### src/rtl/kmd_pkg.sv
// Package for the key matrix debounce block: sizes, tdata layout, lane structs.
// No dependencies; used by every module of the block.
`default_nettype none

package kmd_pkg;

	// matrix geometry
	localparam int ROWS      = 8;
	localparam int COLS      = 16;
	localparam int COL_IDX_W = (COLS > 1) ? $clog2(COLS) : 1;

	// field widths fixed by the interface
	localparam int COL_W   = 4;
	localparam int LVL_W   = 8;
	localparam int STAMP_W = 32;
	localparam int DEB_W   = 16;

	localparam logic [DEB_W-1:0] DEB_RESET = 16'd5;

	// slave tdata: column | row_levels | now_ms, padded to bytes
	localparam int S_COL_LO  = 0;
	localparam int S_LVL_LO  = S_COL_LO + COL_W;
	localparam int S_NOW_LO  = S_LVL_LO + LVL_W;
	localparam int S_USED_W  = S_NOW_LO + STAMP_W;
	localparam int S_TDATA_W = ((S_USED_W + 7) / 8) * 8;

	// master tdata: column_out | debounced_levels | changed_mask, padded to bytes
	localparam int M_COL_LO  = 0;
	localparam int M_DEB_LO  = M_COL_LO + COL_W;
	localparam int M_CHG_LO  = M_DEB_LO + LVL_W;
	localparam int M_USED_W  = M_CHG_LO + LVL_W;
	localparam int M_TDATA_W = ((M_USED_W + 7) / 8) * 8;

	// one accepted request, broadcast to every row lane
	typedef struct packed {
		logic                 take;
		logic                 col_ok;
		logic [COL_W-1:0]     column;
		logic [COL_IDX_W-1:0] col_idx;
		logic [STAMP_W-1:0]   now;
		logic [DEB_W-1:0]     deb_time;
	} step_t;

	// what one lane found for the strobed key
	typedef struct packed {
		logic stable;
		logic changed;
	} lane_res_t;

endpackage

`default_nettype wire

### src/rtl/kmd_lane.sv
// One row lane: raw sample, change stamp and debounced level for every column of a row.
// Depends on kmd_pkg.
`default_nettype none

module kmd_lane (
	input  wire logic              clk,
	input  wire logic              arst_n,
	input  wire kmd_pkg::step_t    step,
	input  wire logic              raw,
	output kmd_pkg::lane_res_t     res
);

	logic                          last_q   [kmd_pkg::COLS];
	logic [kmd_pkg::STAMP_W-1:0]   stamp_q  [kmd_pkg::COLS];
	logic                          stable_q [kmd_pkg::COLS];

	logic                          cur_last;
	logic [kmd_pkg::STAMP_W-1:0]   cur_stamp;
	logic                          cur_stable;
	logic                          raw_edge;
	logic [kmd_pkg::STAMP_W-1:0]   elapsed;
	logic                          settled;
	logic                          new_stable;
	logic                          hit;

	assign cur_last   = last_q[step.col_idx];
	assign cur_stamp  = stamp_q[step.col_idx];
	assign cur_stable = stable_q[step.col_idx];

	// a fresh edge restarts the timer, so the key cannot settle in that step
	assign raw_edge   = raw != cur_last;
	assign elapsed    = step.now - cur_stamp;
	assign settled    = !raw_edge &&
		(elapsed > {{(kmd_pkg::STAMP_W-kmd_pkg::DEB_W){1'b0}}, step.deb_time});
	assign new_stable = settled ? raw : cur_stable;
	assign hit        = step.take && step.col_ok;

	assign res.stable  = step.col_ok && new_stable;
	assign res.changed = step.col_ok && settled && (cur_stable != raw);

	always_ff @(posedge clk or negedge arst_n) begin
		if (!arst_n) begin
			for (int c = 0; c < kmd_pkg::COLS; c++) begin
				last_q[c]   <= 1'b0;
				stamp_q[c]  <= '0;
				stable_q[c] <= 1'b0;
			end
		end else if (hit) begin
			last_q[step.col_idx]   <= raw;
			stable_q[step.col_idx] <= new_stable;
			if (raw_edge) begin
				stamp_q[step.col_idx] <= step.now;
			end
		end
	end

endmodule

`default_nettype wire

### config.mk
export PLATFORM = sky130hd
export DESIGN_NAME = kmd_lane
export DESIGN_NICKNAME = d
export VERILOG_FILES = /design/src/rtl/kmd_pkg.sv /design/src/rtl/kmd_lane.sv
export SDC_FILE = /design/constraint.sdc
export NUM_CORES = 1
export LEC_CHECK = 0
export ABC_CLOCK_PERIOD_IN_PS = 15200
export BUFFER_PORTS_ARGS = -buffer_cell sky130_fd_sc_hd__buf_2
export CAP_MARGIN = 0
export CORE_MARGIN = 10
export CORE_UTILIZATION = 65
export DETAILED_ROUTE_END_ITERATION = 8
export GPL_TIMING_DRIVEN = 1
export PLACE_DENSITY_LB_ADDON = 0.12
export SLEW_MARGIN = 10
export SYNTH_ARGS = -nofsm -noshare
export SYNTH_HDL_FRONTEND = slang
export SYNTH_SLANG_ARGS = --single-unit
### constraint.sdc
create_clock -name clk -period 15.2 [get_ports clk]
set_input_delay 2.28 -clock clk [delete_from_list [all_inputs] [get_ports clk]]
set_output_delay 2.28 -clock clk [all_outputs]
set_load 0.02 [all_outputs]
Word-level counts from Yosys, hierarchy flattened

Cells that the tools add are included.

Bitwise gates (word level): 1
Mux-type cells: 17
Magnitude comparators: 3
Add/sub/neg operators: 1
Eq/ne operators: 2
Reduce and logical (&&, ||, !) cells: 8

Operators by type and width:

| cell                 | number |
|---|---|
| $bwmux W512          | 1 |
| $bmux W32 S4         | 1 |
| $demux W32 S4        | 1 |
| $mux W32             | 3 |
| $bwmux W16           | 2 |
| $gt A32 B16 Y1       | 1 |
| $sub A32 B32 Y32     | 1 |
| $bmux W1 S4          | 2 |
| $logic_and A1 B1 Y1  | 6 |
| $mux W1              | 6 |
| $ge A5 B5 Y1 const B | 1 |
| $lt A5 B1 Y1 const B | 1 |
| $not A4 Y5           | 1 |
| $demux W1 S4         | 1 |
| $ne A1 B1 Y1         | 2 |
| $reduce_and A2 Y1    | 1 |
| $logic_not A1 Y1     | 1 |

Output and inout port bits: 2
Register bits after elaboration: 544

Longest topological paths before layout

Depth after elaboration: 9
Mapped depth: 28
Gate-level depth less buffers: 21

Worst setup path before layout

No wires, ideal clock.

Kind: input -> output
Start point: input step[48] (netlist name)
End point: output res[1] (netlist name)
Path slack: 4.703 ns
Stages: 26
Arrival: 8.217 ns
Required time: 12.920 ns
Path through: buf_2 buf_4 buf_2 buf_2 buf_1 mux4_2 mux4_2 inv_1 ha_1 a21oi_1 nand2_1 o21a_1 or2_2 a21o_1 a21oi_1 xnor2_1 ha_1 nand4_1 nor3_1 mux2i_1 a21oi_1 a311oi_1 nand4_1 a2111oi_4 a31o_2 nand3_1

RTL lines:

| element     | RTL line       | text |
|---|---|---|
| from (decl) | kmd_lane.sv:8  | `input wire kmd_pkg::step_t step,` |
| to (decl)   | kmd_lane.sv:10 | `output kmd_pkg::lane_res_t res` |

==> reports/metrics.cfg <==
[run_status]
status=finished, final reports clean

[global_route]
grt_max_degree=189
met3_usage_pct=4.03
gr-max-usage-layer=met2
grt.total_usage_pct=26.8
grt_overflow=0
use_met2_pct=44.6
grt.met1_usage_pct=35.6
grt_pass1_wl_um=104000
antenna_found_initial=2
grt_pass1_vias=17500

[yosys]
synth_area_leader_cell=dfrtp_1
synth_cell_types=65
synth_common_cells=544 x dfrtp_1, 471 x mux2_2, 170 x mux4_2
ys.flop_type=dfrtp_1
synth_warnings=0
syn_inst=1864
yosysMostFrequentCell=dfrtp_1
synth-edff-count=0
syn_nets=1975
netlist_top_cells_area=dfrtp_1 50%, mux2_2 20%, mux4_2 14%, mux2_1 2.3%, ha_1 2.3%
netlist_area_um2=27200
synth-seq-cells=544
avgSynthCellArea_um2=14.6
synthArstFlopShare_pct=100
ys_seq_area_share_pct=50.1
synth.top_cell.area_share_pct=50.1

[routing]
wl_per_cell_um=27.0
ant_nets=0
drcViolationCount=0
drtIter0Drc=1261
wl_um=65800
vias=16200
viasPerCell=6.66
dr.pass1.iters=5

[sta]
post-route-period-util_pct=76.8
skew_ps=21.3
fin_setup_tns_ps=0
setup_viol=0
tightest_slew_ps=1050
slew-limit-headroom_pct=30.3
finalHoldViolCount=0
max_clock_freq_ghz=0.0857
final_max_slew_viol_count=0
fin_crit_ps=11670
rsz0062_at_grt=no
setup_ws_ps=3530

[cts]
clock_latency_ps=600
clock_tree.root_cell=clkbuf_16
post_cts_buffers=0
numCtsBuffers=54
clk_pin_slew_ps=60
clock_path_buffers=3
htreeDepth=2
hold_buffers=0
cts-resized-gates=0
cts_tree=built
clock-sinks=544

[finish]
fin_nets=1975
n_fill_cell=2669
area_growth_pct=9.33
drive_above_1_share_pct=45.2
final_area_um2=29700

[hold_path]
hold_class=reg2reg
min-delay-start=stamp_q[321]$_DFFE_PN0P_

[power_and_ir_drop]
p_sw_share_pct=27.2
ir_drop_mv=0.167
p_leak_nw=13.5
intPower_mw=3.01
power_switching_mw=1.12
p_seq_share_pct=44.6
power_density_nw_per_um2=139
clkPwrFrac_pct=33.2
power_frac_comb_pct=22.2

[die]
start_util_pct=66.2
fp.dieArea_um2=50400
core_area_um2=41100
ios=63
rows=74
die_y_um=225
die_x_um=225

[worst_setup_path]
worstPathArrival_ps=9390
cp-startpoint=step[48]
reg2reg_from=stamp_q[256]$_DFFE_PN0P_
startpoint_type=input pin
cp_max_fo=69
criticalPathCategory=in2out
cp-end-kind=primary output
worstPathRequired_ps=12920

[place]
portBuffers=58
placed_area_um2=27900
routabilityCongestion=0.893
detailedPlace.worstSlack_ps=3530
hpwl_um=39500

[run]
cap_violations=0

==> worst paths after layout <==
check                                            to  slack (ps)  depth (start not counted)
max                                          res[1]        3530                         23
min                        stamp_q[321]$_DFFE_PN0P_         480                          1
max reg2reg                 stable_q[3]$_DFFE_PN0P_        8860                         20
min reg2reg                stamp_q[321]$_DFFE_PN0P_         480                          1
max in group asynchronous   stamp_q[69]$_DFFE_PN0P_       11800                          2
min in group asynchronous  stamp_q[360]$_DFFE_PN0P_        1780                          1
==> kinds of logic (layout without fill, tap and decap cells) <==
group / Yosys count / in the layout / synth area share (%)
mux: 699 / 699 / 36.0
flops: 544 / 544 / 50.1
buf+inv: 201 / 243 / 3.16
simple gates: 189 / 189 / 3.45
compound gates: 161 / 161 / 4.36
fa+ha+maj: 50 / 50 / 2.33
xor+xnor: 20 / 20 / 0.672
other cells: 0 / 1 / 0
==> routing by layer <==
metal | part of all wire (%) | vias up
li1 | - | 6982
met2 | 50 | 458
met4 | 3.0 | 0
met5 | 0 | -
met1 | 42 | 8665
met3 | 4.7 | 127
==> through the flow <==
stage | cells | power [mW] | util (%) | hold slack (ps)
final | 2439 | 4.13 | 72.3 | 484
after global routing | 2438 | 4.32 | 72.3 | 496
after CTS | 2438 | 4.15 | 72.3 | 483
after detailed placement | 2340 | 2.77 | 67.8 | 464
after global placement | 2340 | 2.72 | 67.8 | 455
after floorplan | 1864 | 2.52 | - | 441
==> layout make-up <==
class,count,area (µm²),share of cell area (%)
multi-input combinational,1119,12800,43.1
clock buffer,84,1670,5.60
sequential,544,13600,45.8
antenna,1,2.50,0.00842
clock inverter,14,178,0.598
timing repair buffer,91,592,1.99
inverter,54,203,0.682
tap,532,666,2.24
==> worst max-delay path, stage by stage <==
cell       delay (ps)
buf_8             590
buf_4             780
mux4_2            600
mux4_2            520
ha_1              230
fa_1              410
nand2b_1          200
a21oi_1           350
o22ai_1           170
o21ai_0           300
a21boi_0          170
xnor2_1           150
ha_1              300
nand4_1           160
nor3_1            250
mux2i_1           210
a21oi_1            60
a311oi_1          270
nand4_1           240
a2111oi_4         500
a31o_2            250
nand3_1           130
buf_2             200
==> placed cells by master, fill, tap and decap left out, types with 10 or more instances in the layout <==
cell type and n:
a21o_1 10, a21oi_1 45, a41oi_2 10, buf_2 54, buf_4 32, clkbuf_1 11
clkbuf_16 55, clkbuf_8 18, dfrtp_1 544, ha_1 49, inv_1 54, mux2_1 56
mux2_2 471, mux4_2 170, nand2_1 42, nand3_1 11, nand4_1 19, nor2_1 55
nor3_1 14, nor3_2 12, o21ai_0 24, xnor2_1 15
==> registers in the layout, indices dropped and copies added (netlist names) <==
| name | count |
|---|---|
| stable_q | 16 |
| stamp_q | 512 |
| last_q | 16 |
==> power by group through the flow <==
| stage | combinational (mW) | clock, mW | sequential, mW |
|---|---|---|---|
| 3_5_place_dp | 0.909 | 0 | 1.86 |
| 4_1_cts | 0.916 | 1.39 | 1.84 |
| 3_3_place_gp | 0.878 | 0 | 1.84 |
| 2_1_floorplan | 0.703 | 0 | 1.81 |
| 5_1_grt | 0.997 | 1.45 | 1.87 |
| 6_report | 0.917 | 1.37 | 1.84 |
(Power assumes the default switching activity.)
