### src/rtl/kmd_pkg.sv
// Package for the key matrix debounce block: sizes, tdata layout, lane structs.
// No dependencies; used by every module of the block.
`default_nettype none

package kmd_pkg;

	// matrix geometry
	localparam int ROWS      = 8;
	localparam int COLS      = 16;
	localparam int COL_IDX_W = (COLS > 1) ? $clog2(COLS) : 1;

	// field widths fixed by the interface
	localparam int COL_W   = 4;
	localparam int LVL_W   = 8;
	localparam int STAMP_W = 32;
	localparam int DEB_W   = 16;

	localparam logic [DEB_W-1:0] DEB_RESET = 16'd5;

	// slave tdata: column | row_levels | now_ms, padded to bytes
	localparam int S_COL_LO  = 0;
	localparam int S_LVL_LO  = S_COL_LO + COL_W;
	localparam int S_NOW_LO  = S_LVL_LO + LVL_W;
	localparam int S_USED_W  = S_NOW_LO + STAMP_W;
	localparam int S_TDATA_W = ((S_USED_W + 7) / 8) * 8;

	// master tdata: column_out | debounced_levels | changed_mask, padded to bytes
	localparam int M_COL_LO  = 0;
	localparam int M_DEB_LO  = M_COL_LO + COL_W;
	localparam int M_CHG_LO  = M_DEB_LO + LVL_W;
	localparam int M_USED_W  = M_CHG_LO + LVL_W;
	localparam int M_TDATA_W = ((M_USED_W + 7) / 8) * 8;

	// one accepted request, broadcast to every row lane
	typedef struct packed {
		logic                 take;
		logic                 col_ok;
		logic [COL_W-1:0]     column;
		logic [COL_IDX_W-1:0] col_idx;
		logic [STAMP_W-1:0]   now;
		logic [DEB_W-1:0]     deb_time;
	} step_t;

	// what one lane found for the strobed key
	typedef struct packed {
		logic stable;
		logic changed;
	} lane_res_t;

endpackage

`default_nettype wire

### src/rtl/kmd_merge.sv
// Merge stage: gathers lane results into the row masks and holds the output register.
// Depends on kmd_pkg.
`default_nettype none

module kmd_merge (
	input  wire logic                              clk,
	input  wire logic                              arst_n,
	input  wire kmd_pkg::step_t                    step,
	input  wire kmd_pkg::lane_res_t                res [kmd_pkg::ROWS],
	input  wire logic                              m_tready,
	output logic                                   m_tvalid,
	output logic [kmd_pkg::M_TDATA_W-1:0]          m_tdata,
	output logic                                   s_tready
);

	logic [kmd_pkg::LVL_W-1:0] deb_mask;
	logic [kmd_pkg::LVL_W-1:0] chg_mask;
	logic                      m_valid_q;
	logic [kmd_pkg::COL_W-1:0] col_q;
	logic [kmd_pkg::LVL_W-1:0] deb_q;
	logic [kmd_pkg::LVL_W-1:0] chg_q;

	// mask bits beyond the lane count read as zero; lanes beyond the output width are dropped
	for (genvar r = 0; r < kmd_pkg::LVL_W; r++) begin : g_bit
		if (r < kmd_pkg::ROWS) begin : g_lane
			assign deb_mask[r] = res[r].stable;
			assign chg_mask[r] = res[r].changed;
		end else begin : g_pad
			assign deb_mask[r] = 1'b0;
			assign chg_mask[r] = 1'b0;
		end
	end

	assign s_tready = !m_valid_q || m_tready;

	always_ff @(posedge clk or negedge arst_n) begin
		if (!arst_n) begin
			m_valid_q <= 1'b0;
		end else if (s_tready) begin
			m_valid_q <= step.take;
		end
	end

	always_ff @(posedge clk) begin
		if (step.take && s_tready) begin
			col_q <= step.column;
			deb_q <= deb_mask;
			chg_q <= chg_mask;
		end
	end

	assign m_tvalid = m_valid_q;
	assign m_tdata  = {{(kmd_pkg::M_TDATA_W-kmd_pkg::M_USED_W){1'b0}}, chg_q, deb_q, col_q};

endmodule

`default_nettype wire

### config.mk
export PLATFORM = sky130hd
export DESIGN_NAME = kmd_merge
export DESIGN_NICKNAME = d
export VERILOG_FILES = /design/src/rtl/kmd_pkg.sv /design/src/rtl/kmd_merge.sv
export SDC_FILE = /design/constraint.sdc
export NUM_CORES = 1
export LEC_CHECK = 0
export ABC_CLOCK_PERIOD_IN_PS = 3200
export BUFFER_PORTS_ARGS = -buffer_cell sky130_fd_sc_hd__buf_2
export CORE_ASPECT_RATIO = 0.8
export CORE_MARGIN = 5
export CORE_UTILIZATION = 30
export CTS_BUF_LIST = sky130_fd_sc_hd__clkbuf_16
export DETAILED_ROUTE_END_ITERATION = 8
export GPL_TIMING_DRIVEN = 0
export PLACE_DENSITY = 0.86
export SLEW_MARGIN = 20
export SYNTH_ARGS = -nofsm -noshare
export SYNTH_HDL_FRONTEND = slang
export SYNTH_SLANG_ARGS = --single-unit
### constraint.sdc
create_clock -name clk -period 3.2 [get_ports clk]
set_clock_uncertainty 0.2 [all_clocks]
set_input_delay 0.64 -clock clk [delete_from_list [all_inputs] [get_ports clk]]
set_output_delay 0.64 -clock clk [all_outputs]
set_load 0.02 [all_outputs]
Word-level counts from Yosys, hierarchy flattened
Cells that the tools add are included.

operators by class
  reductions and logical operators = 3

operators with widths
  kind               number
  1-bit logical AND  1
  1-bit zero test    1
  1-bit logical OR   1

storage, ports and cells
  register bits = 21
  bits of input ports = 77

Depth between registers and ports, before layout
Gate-level depths: netlist of run 1.

  depth in word-level cells = 3
  depth in mapped cells = 2
  depth with buffers taken out = 2

Worst setup path before layout of run 1
No wires, ideal clock.

  path kind = in2out
  start point = in m_tready
  end point = out s_tready
  path buffers = 0
  setup slack = 1.567 ns
  stages on the path = 1
  data arrival time = 0.793 ns
  data required time = 2.360 ns
  path through = nand2b_4

between the ends
  word-level cells in the longest chain between the ends = 1

ends and longest elaborated chain
  item              RTL line         text
  start, declared   kmd_merge.sv:10  input wire logic m_tready,
  1-bit logical OR  kmd_merge.sv:34  assign s_tready = !m_valid_q || m_tready;
  end, declared     kmd_merge.sv:13  output logic s_tready

No other way between the ends.

Worst setup path after layout of run 1
Same ends and word-level chain as after synthesis.

==> flow_summary_export.csv, run 1 <==
group,metric,value,unit
timing,max_freq,537.8,MHz
layout,fin_nets,160,
job,maxCapViolations,0,
floorplan,die_area,3358,um2
timing,fin_setup_tns,0,ns
synthesis,ys_types,7,
timing,fin_crit,1.860,ns
floorplan,core,2177,um2
layout,syn_to_final_growth,51.82,%
power_and_ir_drop,peakVddDrop,374.5,uV
routing,antenna_left,0,
synthesis,syn_area,688.2,um2
floorplan,die_w,63.55,um
synthesis,yosys_warnings,0,
setup_path,cp-end-kind,"output pin",
timing,rsz0062_at_grt,"no",
global_routing,grt_pass1_wl,2.090,mm
routing,via_per_inst,3.981,
synthesis,yosys.area_share.simple,4.182,%
global_routing,grt_max_degree,21,
routing,met1_length,377,um
timing,slew_violations,0,
setup_path,timing.rr.end,"chg_q[7]",
worst_hold_path,min_to,"m_tvalid",
synthesis,synth_top_area_cell,"edfxtp_1",
setup_path,reg2reg_depth,2,
synthesis,synth_cells,29,
timing,fin_crit_sh,58.11,%
placed_design,place_area,955.9,um2
clock_network,clockBufferDepth,2,
timing,finalSetupViolCount,0,
setup_path,worst-setup-path-type,"input port to output pin",
global_routing,grt_pass1_vias,485,
synthesis,synth-seq-cells,21,
worst_hold_path,hp-class,"flip-flop to flip-flop",
routing,wl_met2,751,um
run_status,status,"finished, final reports clean",
setup_path,rrSetupSlack,1.89,ns
setup_path,worstPathArrival,1.02,ns
power_and_ir_drop,powerDensity,611.6,nW/um2
synthesis,synth.yosys.seq_area_share,90.91,%
routing,drtIter0Drc,3,
clock_network,h-tree-depth,1,
placed_design,gp_congestion,0.6135,
setup_path,cp.required,2.36,ns
floorplan,die_y,52.84,um
synthesis,synth_area_leaders,"edfxtp_1 (87%), buf_4 (4.4%), dfrtp_1 (3.6%), nand2b_4 (2.0%), and2_4 (1.3%)",
layout,diodes,0,
setup_path,rr_startpoint,"m_tvalid",
synthesis,synthAdderAreaFrac,0,%
global_routing,gr-total-overflow,0,
floorplan,row_count,15,
layout,fin_area,1045,um2
clock_network,numCtsBuffers,3,
setup_path,crit_start,"m_tready",
setup_path,path_max_fanout,3,
clock_network,cts_tree,"yes",
clock_network,insertion_delay,0.25,ns
global_routing,grt_util_all_layers,8.108,%
clock_network,cts.sinks,21,
synthesis,muxShareOfSynthArea,0,%
placed_design,port-buffer-count,45,
floorplan,io_pins,103,
routing,dr_wl_met3,198,um
synthesis,avgSynthCellArea,23.73,um2
global_routing,antenna_found_initial,0,
worst_hold_path,hp-start,"m_tvalid",
timing,report.final.hold_viol_count,0,
routing,routed-via-count,426,
synthesis,synth_top_family_by_area,"buffers and inverters",
worst_hold_path,holdPathStages,2,
power_and_ir_drop,p_leak,0.4744,nW
synthesis,synth-xor-area-share,0,%
routing,first_pass_iters,2,
layout,finish.utilization,47.99,%
setup_path,cp-start-kind,"input port",
routing,wire_per_inst,12.40,um
routing,routed.top_layer,"met3",
clock_network,clk_pin_slew_worst_paths,0.05,ns
routing,drc,0,
floorplan,start_util,31.61,%
clock_network,cts-root-buf,"clkbuf_16",
layout,layout_common_cells,"buf_2 (45), edfxtp_1 (20), buf_4 (4), conb_1 (4), clkbuf_16 (3)",
synthesis,netlist.area_leader.share,87.27,%
layout,drive_gt1_share,65.85,%
routing,finalWirelength,1.327,mm
layout,final_common_cell,"buf_2",
synthesis,synth_compound_area_share,0,%
timing repair:
item,in CTS,in global routing
buffers inserted,0,0
gates resized for setup,0,0
endpoints found under the hold margin,1,0
hold buffers,1,0
endpoints found under the setup margin,0,0
layout make-up:
class	count	area [um2]
clock buffers	3	75.07
multi-input cells	7	43.79
well taps	25	31.28
clock inverters	1	3.754
fillers	198	1132
plain buffers	4	30.03
flip-flops and latches	21	625.6
repair buffers	46	235.2
registers in the layout, summed over array words and instances (netlist names):
name      flops
col_q         4
deb_q         8
chg_q         8
m_tvalid      1
through the flow:
step / cells / power [mW] / hold WS, ns / setup WS, ns
after global placement: 102 / 0.3935 / 0.2150 / 1.343
after detailed placement: 102 / 0.3957 / 0.2203 / 1.340
final: 107 / 0.6390 / 0.3527 / 1.340
after floorplan: 32 / 0.3657 / 0.1444 / 1.567
after global routing: 107 / 0.6655 / 0.3582 / 1.322
after CTS: 107 / 0.6482 / 0.3617 / 1.339
power breakdown:
part           switching (mW)  internal (mW)
Sequential            0.00360          0.320
Clock                  0.0835          0.166
Combinational          0.0401         0.0263
Total                   0.127          0.512
layer usage:
layer  global-route usage, %  vias up
li1                        -      204
met1                   6.595      196
met2                   16.55       26
met3                   5.150        0
met4                   1.038        0
met5                       0        -
cells by family after synthesis:
logic type    Yosys count
simple gates            3
other cells             1
flops                  21
buf+inv                 4
synth_stat cells, drive strengths merged:
library cell / instances
edfxtp: 20
dfrtp: 1
buf: 4
and2: 1
conb: 1
nand2b: 2
critical path, stage by stage:
cell and delay (ns):
buf_2 0.09, nand2b_4 0.13, buf_2 0.15
how the worst max path moves through the flow:
stage	to	slack, ns
2_1_floorplan	s_tready	1.57
3_5_place_dp	s_tready	1.34
4_1_cts	s_tready	1.34
6_report	s_tready	1.34
3_3_place_gp	s_tready	1.34
5_1_grt	s_tready	1.32
(Power assumes the default switching activity.)
==> inputs of run 2 (changes only) <==
--- a/config.mk
+++ b/config.mk
@@ -5,15 +5,15 @@
 export SDC_FILE = /design/constraint.sdc
 export NUM_CORES = 1
 export LEC_CHECK = 0
-export ABC_CLOCK_PERIOD_IN_PS = 3200
+export ABC_CLOCK_PERIOD_IN_PS = 1900
 export BUFFER_PORTS_ARGS = -buffer_cell sky130_fd_sc_hd__buf_2
 export CORE_ASPECT_RATIO = 0.8
 export CORE_MARGIN = 5
-export CORE_UTILIZATION = 30
+export CORE_UTILIZATION = 28
 export CTS_BUF_LIST = sky130_fd_sc_hd__clkbuf_16
 export DETAILED_ROUTE_END_ITERATION = 8
 export GPL_TIMING_DRIVEN = 0
-export PLACE_DENSITY = 0.86
+export PLACE_DENSITY = 0.81
 export SLEW_MARGIN = 20
 export SYNTH_ARGS = -nofsm -noshare
 export SYNTH_HDL_FRONTEND = slang
==> constraint.sdc (replaced) <==
create_clock -name clk -period 1.9 [get_ports clk]
set_clock_uncertainty 0.2 [all_clocks]
set_input_delay 0.38 -clock clk [delete_from_list [all_inputs] [get_ports clk]]
set_output_delay 0.38 -clock clk [all_outputs]
set_load 0.02 [all_outputs]
==> flow_summary_export.csv, run 2 (same netlist as run 1, synthesis figures left out) <==
group,metric,value,unit
clock_network,clk_pin_slew_worst_paths,0.05,ns
clock_network,insertion_delay,0.25,ns
setup_path,cp-end-kind,"output pin",
timing,fin_setup_tns,0,ns
global_routing,grt_pass1_wl,2.166,mm
layout,final_common_cell,"buf_2",
routing,via_per_inst,3.872,
floorplan,die_w,65.43,um
clock_network,h-tree-depth,1,
power_and_ir_drop,p_leak,0.4744,nW
global_routing,grt_util_all_layers,8.812,%
placed_design,port-buffer-count,45,
routing,finalWirelength,1.375,mm
floorplan,io_pins,103,
timing,fin_crit,1.480,ns
timing,fin_crit_sh,77.91,%
routing,wire_per_inst,12.61,um
timing,whs,0.1007,ns
routing,first_pass_iters,4,
layout,fillCellCount,226,
placed_design,place_area,958.4,um2
worst_hold_path,hp-class,"input port to flip-flop",
routing,antenna_left,0,
floorplan,start_util,28.65,%
layout,finish.utilization,43.59,%
global_routing,gr-total-overflow,0,
timing,report.final.hold_viol_count,0,
job,maxCapViolations,0,
timing,rsz0062_at_grt,"no",
layout,layout_common_cells,"buf_2 (45), edfxtp_1 (20), buf_4 (4), conb_1 (4), clkbuf_16 (3)",
routing,drtIter0Drc,2,
layout,syn_to_final_growth,52.18,%
layout,fin_area,1047,um2
setup_path,cp-start-kind,"flip-flop",
routing,drc,0,
timing,slew_violations,0,
clock_network,cts_resized,0,
run_status,status,"finished, final reports clean",
clock_network,cts_tree,"yes",
floorplan,die_area,3555,um2
floorplan,row_count,16,
clock_network,cts.sinks,21,
clock_network,cts-root-buf,"clkbuf_16",
setup_path,cp.required,1.32,ns
global_routing,grt_max_degree,21,
clock_network,clockBufferDepth,2,
layout,diodes,0,
global_routing,grt_pass1_vias,475,
timing,finalSetupViolCount,0,
timing,max_freq,675.6,MHz
layout,drive_gt1_share,65.85,%
setup_path,worst-setup-path-type,"flip-flop to output pin",
power_and_ir_drop,powerDensity,1037,nW/um2
setup_path,path_max_fanout,3,
floorplan,core,2402,um2
power_and_ir_drop,peakVddDrop,602.7,uV
global_routing,antenna_found_initial,0,
floorplan,die_y,54.34,um
routing,routed-via-count,422,
setup_path,worstPathArrival,0.90,ns
placed_design,gp_congestion,0.6192,
clock_network,numCtsBuffers,3,
layout,largestRegisters,"chg_q (8), deb_q (8), col_q (4)",
layout,fin_nets,160,
run 2: power by group:
group          switching (mW)  internal (mW)  total (mW)
sequential            0.00641          0.538       0.545
combinational          0.0682         0.0442       0.112
clock                   0.149          0.280       0.429
total                   0.223          0.862        1.09
run 2: layer usage:
layer	vias up	track usage, %	routed length, um
li1	205	-	-
met1	186	7.722	441
met2	27	15.80	737
met3	4	5.339	166
met4	0	5.172	29
met5	-	0	0
run 2: path summary, 6_finish.rpt:
check                          from  endpoint  slack [ns]  depth (start not counted)
setup / recovery           m_tvalid  s_tready        0.42                          2
hold / removal              res[15]  deb_q[0]        0.10                          1
setup reg to reg           m_tvalid  chg_q[1]        0.57                          2
hold reg to reg            m_tvalid  m_tvalid        0.35                          2
max in group asynchronous    arst_n  m_tvalid        1.18                          2
min in group asynchronous    arst_n  m_tvalid        0.23                          2
run 2: layout make-up:
class	instances	area [um2]	area share [%]
plain buffers	4	30.03	2.867
clock buffers	3	75.07	7.168
clock inverters	1	3.754	0.3584
multi-input cells	7	43.79	4.182
flip-flops and latches	21	625.6	59.74
well taps	27	33.78	3.226
repair buffers	46	235.2	22.46
run 2: repair_timing:
| action | 4_1_cts | 5_1_grt |
|---|---|---|
| hold buffers | 1 | 0 |
| endpoints found under the hold margin | 1 | 0 |
| setup endpoints to repair | 0 | 0 |
| buffers inserted | 0 | 0 |
run 2: critical path, stage by stage, from the launching register on:
cell      delay (ns)
dfrtp_1         0.41
nand2b_4        0.09
buf_2           0.16
run 2: per-stage QoR:
stage | setup WS [ns] | std cells | power, mW
final | 0.4197 | 109 | 1.086
after global routing | 0.3759 | 109 | 1.132
after CTS | 0.4105 | 109 | 1.101
after detailed placement | 0.4712 | 104 | 0.6671
after global placement | 0.4997 | 104 | 0.6623
after floorplan | 0.5034 | 32 | 0.6160
